## src/rtl/pma_pkg.sv

```systemverilog
package pma_pkg;

  localparam int PIX_W     = 32;
  localparam int CH_W      = 8;
  localparam int N_CH      = 3;
  localparam int ALPHA_LSB = 24;
  localparam int PROD_W    = 2 * CH_W;
  localparam int NUM_W     = PROD_W + 1;
  localparam int DIV_W     = CH_W + 1;
  localparam int QUO_W     = CH_W;
  localparam int QPOS_W    = $clog2(QUO_W);
  localparam int DIV_STEP  = 2;
  localparam int DIV_STG   = QUO_W / DIV_STEP;
  localparam int N_STG     = DIV_STG + 1;

  typedef logic [NUM_W-1:0] num_t;
  typedef logic [DIV_W-1:0] dvsr_t;
  typedef logic [QUO_W-1:0] quo_t;
  typedef logic [CH_W-1:0]  chan_t;

  typedef struct packed {
    num_t rem;
    logic q;
  } div_step_t;

  // One restoring step: try to take the shifted divisor out of the remainder.
  function automatic div_step_t pma_div_step(input num_t rem, input dvsr_t d,
                                             input logic [QPOS_W-1:0] pos);
    num_t      dsh;
    div_step_t res;
    dsh = NUM_W'(d) << pos;
    if (rem >= dsh) begin
      res.rem = rem - dsh;
      res.q   = 1'b1;
    end else begin
      res.rem = rem;
      res.q   = 1'b0;
    end
    return res;
  endfunction

endpackage

```

## src/rtl/pma_pair.sv

```systemverilog
module pma_pair
  import pma_pkg::*;
(
  input  logic             clk,
  input  logic             rst_n,
  input  logic             in_valid,
  output logic             in_ready,
  input  logic [PIX_W-1:0] in_p,
  input  logic [PIX_W-1:0] in_q,
  output logic             out_valid,
  input  logic             out_ready,
  output logic [PIX_W-1:0] out_pixel
);

  // Stage 0 holds the weighted sums, stages 1..DIV_STG retire quotient bits.
  logic  v_r    [N_STG];
  num_t  rem_r  [N_STG][N_CH];
  quo_t  quo_r  [N_STG][N_CH];
  dvsr_t dvsr_r [N_STG];
  chan_t alpha_r[N_STG];

  num_t  rem_nxt  [N_STG][N_CH];
  quo_t  quo_nxt  [N_STG][N_CH];
  dvsr_t dvsr_nxt [N_STG];
  chan_t alpha_nxt[N_STG];
  logic  en       [N_STG+1];

  always_comb begin
    en[N_STG] = out_ready;
    for (int k = N_STG - 1; k >= 0; k--) begin
      en[k] = !v_r[k] || en[k+1];
    end
  end

  assign in_ready = en[0];

  always_comb begin
    chan_t             ap, aq;
    logic [DIV_W-1:0]  asum;
    logic [PROD_W-1:0] prod_p, prod_q;
    num_t              r;
    quo_t              q;
    div_step_t         st;
    // Weighted sums c_p*a_p + c_q*a_q and the forced-nonzero divisor.
    ap   = in_p[ALPHA_LSB +: CH_W];
    aq   = in_q[ALPHA_LSB +: CH_W];
    asum = {1'b0, ap} + {1'b0, aq};
    alpha_nxt[0] = asum[DIV_W-1:1];
    dvsr_nxt[0]  = (asum == '0) ? DIV_W'(1) : asum;
    for (int ch = 0; ch < N_CH; ch++) begin
      prod_p = in_p[ch*CH_W +: CH_W] * ap;
      prod_q = in_q[ch*CH_W +: CH_W] * aq;
      rem_nxt[0][ch] = {1'b0, prod_p} + {1'b0, prod_q};
      quo_nxt[0][ch] = '0;
    end
    // Quotient is known to fit in a channel, so start at the top channel bit.
    for (int k = 1; k < N_STG; k++) begin
      alpha_nxt[k] = alpha_r[k-1];
      dvsr_nxt[k]  = dvsr_r[k-1];
      for (int ch = 0; ch < N_CH; ch++) begin
        r = rem_r[k-1][ch];
        q = quo_r[k-1][ch];
        for (int j = 0; j < DIV_STEP; j++) begin
          st = pma_div_step(r, dvsr_r[k-1], QPOS_W'(QUO_W - 1 - (k - 1) * DIV_STEP - j));
          r  = st.rem;
          q  = {q[QUO_W-2:0], st.q};
        end
        rem_nxt[k][ch] = r;
        quo_nxt[k][ch] = q;
      end
    end
  end

  always_ff @(posedge clk) begin
    if (!rst_n) begin
      for (int k = 0; k < N_STG; k++) v_r[k] <= 1'b0;
    end else begin
      if (en[0]) v_r[0] <= in_valid;
      for (int k = 1; k < N_STG; k++) begin
        if (en[k]) v_r[k] <= v_r[k-1];
      end
    end
  end

  always_ff @(posedge clk) begin
    for (int k = 0; k < N_STG; k++) begin
      if (en[k]) begin
        alpha_r[k] <= alpha_nxt[k];
        dvsr_r[k]  <= dvsr_nxt[k];
        for (int ch = 0; ch < N_CH; ch++) begin
          rem_r[k][ch] <= rem_nxt[k][ch];
          quo_r[k][ch] <= quo_nxt[k][ch];
        end
      end
    end
  end

  assign out_valid = v_r[N_STG-1];

  always_comb begin
    out_pixel = '0;
    out_pixel[ALPHA_LSB +: CH_W] = alpha_r[N_STG-1];
    for (int ch = 0; ch < N_CH; ch++) begin
      out_pixel[ch*CH_W +: CH_W] = quo_r[N_STG-1][ch];
    end
  end

endmodule

```

## config.mk

```make
export PLATFORM = sky130hd
export DESIGN_NAME = pma_pair
export DESIGN_NICKNAME = d
export VERILOG_FILES = /design/src/rtl/pma_pkg.sv /design/src/rtl/pma_pair.sv
export SDC_FILE = /design/constraint.sdc
export NUM_CORES = 2
export LEC_CHECK = 0
export BUFFER_PORTS_ARGS = -buffer_cell sky130_fd_sc_hd__buf_2
export CAP_MARGIN = 20
export CELL_PAD_IN_SITES_DETAIL_PLACEMENT = 1
export CELL_PAD_IN_SITES_GLOBAL_PLACEMENT = 1
export CORE_UTILIZATION = 52
export DETAILED_ROUTE_END_ITERATION = 6
export HOLD_SLACK_MARGIN = 0.12
export PLACE_DENSITY_LB_ADDON = 0.1
export SLEW_MARGIN = 20
export SYNTH_ARGS = -nofsm -noshare
export SYNTH_HDL_FRONTEND = slang
export SYNTH_SLANG_ARGS = --single-unit
```

## constraint.sdc

```tcl
create_clock -name clk -period 7.1 [get_ports clk]
set_input_delay 0.71 -clock clk [delete_from_list [all_inputs] [get_ports clk]]
set_output_delay 0.71 -clock clk [all_outputs]
set_load 0.1 [all_outputs]
```

==> results.json <==
{
  "dp_slack_ps": 444,
  "max_slew.worst_pin.slew_ps": 974,
  "n_antenna_cell": 0,
  "cts.sinks": 345,
  "synthArstFlopShare": 0,
  "syn_nets": 4489,
  "cp.depth": 21,
  "synth.top_cell.area_share": 0.282,
  "startpoint": "dvsr_r[0][10]",
  "cts_buffer_depth": 3,
  "regToRegEndpoint": "rem_r[2][49]",
  "cpPeakStageDelay_ps": 620,
  "io_pins": 102,
  "rr_startpoint": "dvsr_r[0][10]",
  "netlist_area_um2": 36700,
  "synth_cells": 3689,
  "vias": 27200,
  "synth.most_common_cell": "inv_1",
  "r2r.worst_path.cells": 21,
  "rsz0062_at_grt": "false",
  "tns_ps": 0,
  "layout-drive-gt1-share": 0.0803,
  "yosys.area.top_type": "edfxtp_1",
  "synth_top_flop_cell": "edfxtp_1",
  "fin_nets": 4593,
  "die_x_um": 268,
  "crit_required_ps": 7410,
  "drt_iter0_markers": 1043,
  "status": "completed",
  "crit_buf_inv": 5,
  "worst_path_max_delay_cell": "edfxtp_1",
  "dp_hpwl_um": 80200,
  "max_slew_margin": 0.342,
  "ant_nets": 0,
  "drv_cap": 0,
  "setup_viol": 0,
  "die_h_um": 268,
  "hold_path_depth": 0,
  "drcViolationCount": 0,
  "cts_root_buffer": "clkbuf_16",
  "post-route-period-util": 0.882,
  "gp_congestion": 0.927,
  "grt_pass1_vias": 30100,
  "setup_ws_ps": 838,
  "ys_warn_count": 0,
  "cts_tree": "done",
  "drtPass1Iterations": 5,
  "antenna_found_initial": 1,
  "io_buffer_count": 101,
  "grt_pass1_wl_um": 158000,
  "ys_seq_elements": 345,
  "synth_cell_types": 95,
  "postCtsHoldBufs": 0,
  "hold_viol_final": 0,
  "viasPerCell": 5.71,
  "worstSetupPathType": "register to register",
  "start_util": 0.525,
  "clk_pin_slew_ps": 60,
  "critical_path.cell_chain": "inv_1, fa_1, a211oi_1, o21a_1, o21bai_1, a21oi_1, clkinv_1, buf_4, o21ai_0, inv_1, ha_1, nor2b_1, o21a_1, o21ai_0, a21oi_1, a211oi_1, or3b_4, nor3_4, inv_2, and3_1, xnor2_1",
  "cp_max_fo": 11,
  "grt_max_degree": 70,
  "grt_usage": 0.279,
  "insertion_delay_ps": 560,
  "fin_util": 0.567,
  "crit_path_end_kind": "register",
  "ys_seq_area_frac": 0.282,
  "fin_crit_ps": 6260,
  "reg2reg_slack_ps": 840,
  "core_area_um2": 70000,
  "critPathTopFamily": "compound AO/OA/AOI/OAI gates",
  "hold_class": "register to register",
  "finalMaxSlewViolations": 0,
  "crit_arrival_ps": 6570,
  "synth_edf_count": 345,
  "avgSynthCellArea_um2": 9.96,
  "grt-ovfl-total": 0,
  "dieArea_um2": 71700,
  "clock.fmax_mhz": 160,
  "cts-htree-levels": 2,
  "skew_ps": 21.3,
  "area_growth_pct": 7.97,
  "synth_commonest_cells": "520 x inv_1, 419 x ha_1, 345 x edfxtp_1",
  "wire_per_inst_um": 20.6,
  "worst_setup_path_start_kind": "register",
  "rows": 97,
  "cts_made_buffers": 40,
  "drt-total-wl_um": 98300,
  "critPathCapture": "rem_r[2][49]",
  "synth_area_leaders": "edfxtp_1 28%, fa_1 17%, ha_1 14%"
}
==> worst reg2reg max path, delay by kind of cell (launching register included) <==
family                   cells  cell delay [ps]
XOR/XNOR                     1              120
adder cells (fa/ha/maj)      2              810
buffers and inverters        5              730
AND/OR/NAND/NOR              4             1250
AO/OA/AOI/OAI                9             2490
flip-flops                   1              620
==> layout make-up <==
type,count,area (µm²)
fill,7812,30400
multi-input combinational,2752,24100
sequential,345,10400
inverter,524,1970
tap,940,1180
clock buffer,46,1040
timing repair buffer,130,723
clock inverter,26,262
==> cell usage in the layout (no fill, tap or decap), types with 70 or more instances in the layout <==
cell type | synthesis | final
nand2_1 | 277 | 275
o21ai_0 | 144 | 144
xnor2_1 | 134 | 134
inv_1 | 520 | 517
ha_1 | 419 | 419
nor2_1 | 180 | 180
and2_1 | 265 | 265
edfxtp_1 | 345 | 345
a21oi_1 | 200 | 200
buf_2 | 9 | 101
a21o_1 | 70 | 70
fa_1 | 313 | 313
==> stage by stage <==
step	cells	hold WS (ps)	instance area [µm²]
global route	4763	420	39700
CTS	4759	411	39600
finish	4763	411	39700
detailed placement	4687	405	38300
global placement	4687	400	38300
floorplan	3689	400	36700
==> worst min path at each step <==
| stage | startpoint | to |
|---|---|---|
| after CTS | alpha_r[0][12] | alpha_r[0][20] |
| after detailed placement | alpha_r[0][28] | alpha_r[0][36] |
| after floorplan | alpha_r[0][2] | alpha_r[0][10] |
| final | alpha_r[0][12] | alpha_r[0][20] |
| after global placement | quo_r[2][18] | quo_r[3][20] |
| after global routing | alpha_r[0][25] | alpha_r[0][33] |
==> sequential cells by signal, summed over array words and instances, names as in the netlist <==
register / count
alpha_r: 40
quo_r: 60
dvsr_r: 36
v_r: 5
rem_r: 204
==> metal layers <==
layer  vias up  wire length, µm  part of all wire  track usage
li1      12800                -                 -            -
met1     13600            40100              0.41        0.325
met2       485            51100              0.52        0.522
met3       227             2330             0.024       0.0206
met4         2             4670             0.047        0.124
met5         -               10           0.00010            0
==> what timing repair did <==
| item | CTS | global route |
|---|---|---|
| resized for setup | 0 | 0 |
| endpoints found under the setup margin | 0 | 1 |
| endpoints found under the hold margin | 0 | 0 |
| buffers inserted | 0 | 4 |
==> cell families after synthesis <==
group / after synthesis / synth area share
compound gates: 640 / 0.112
xor+xnor: 202 / 0.0481
fa+ha+maj: 732 / 0.313
buf+inv: 592 / 0.0615
flops: 345 / 0.282
mux: 89 / 0.0269
simple gates: 1089 / 0.157
Power is not shown: default switching activity piles up to over one toggle a cycle in this logic, so the estimate is an artifact.
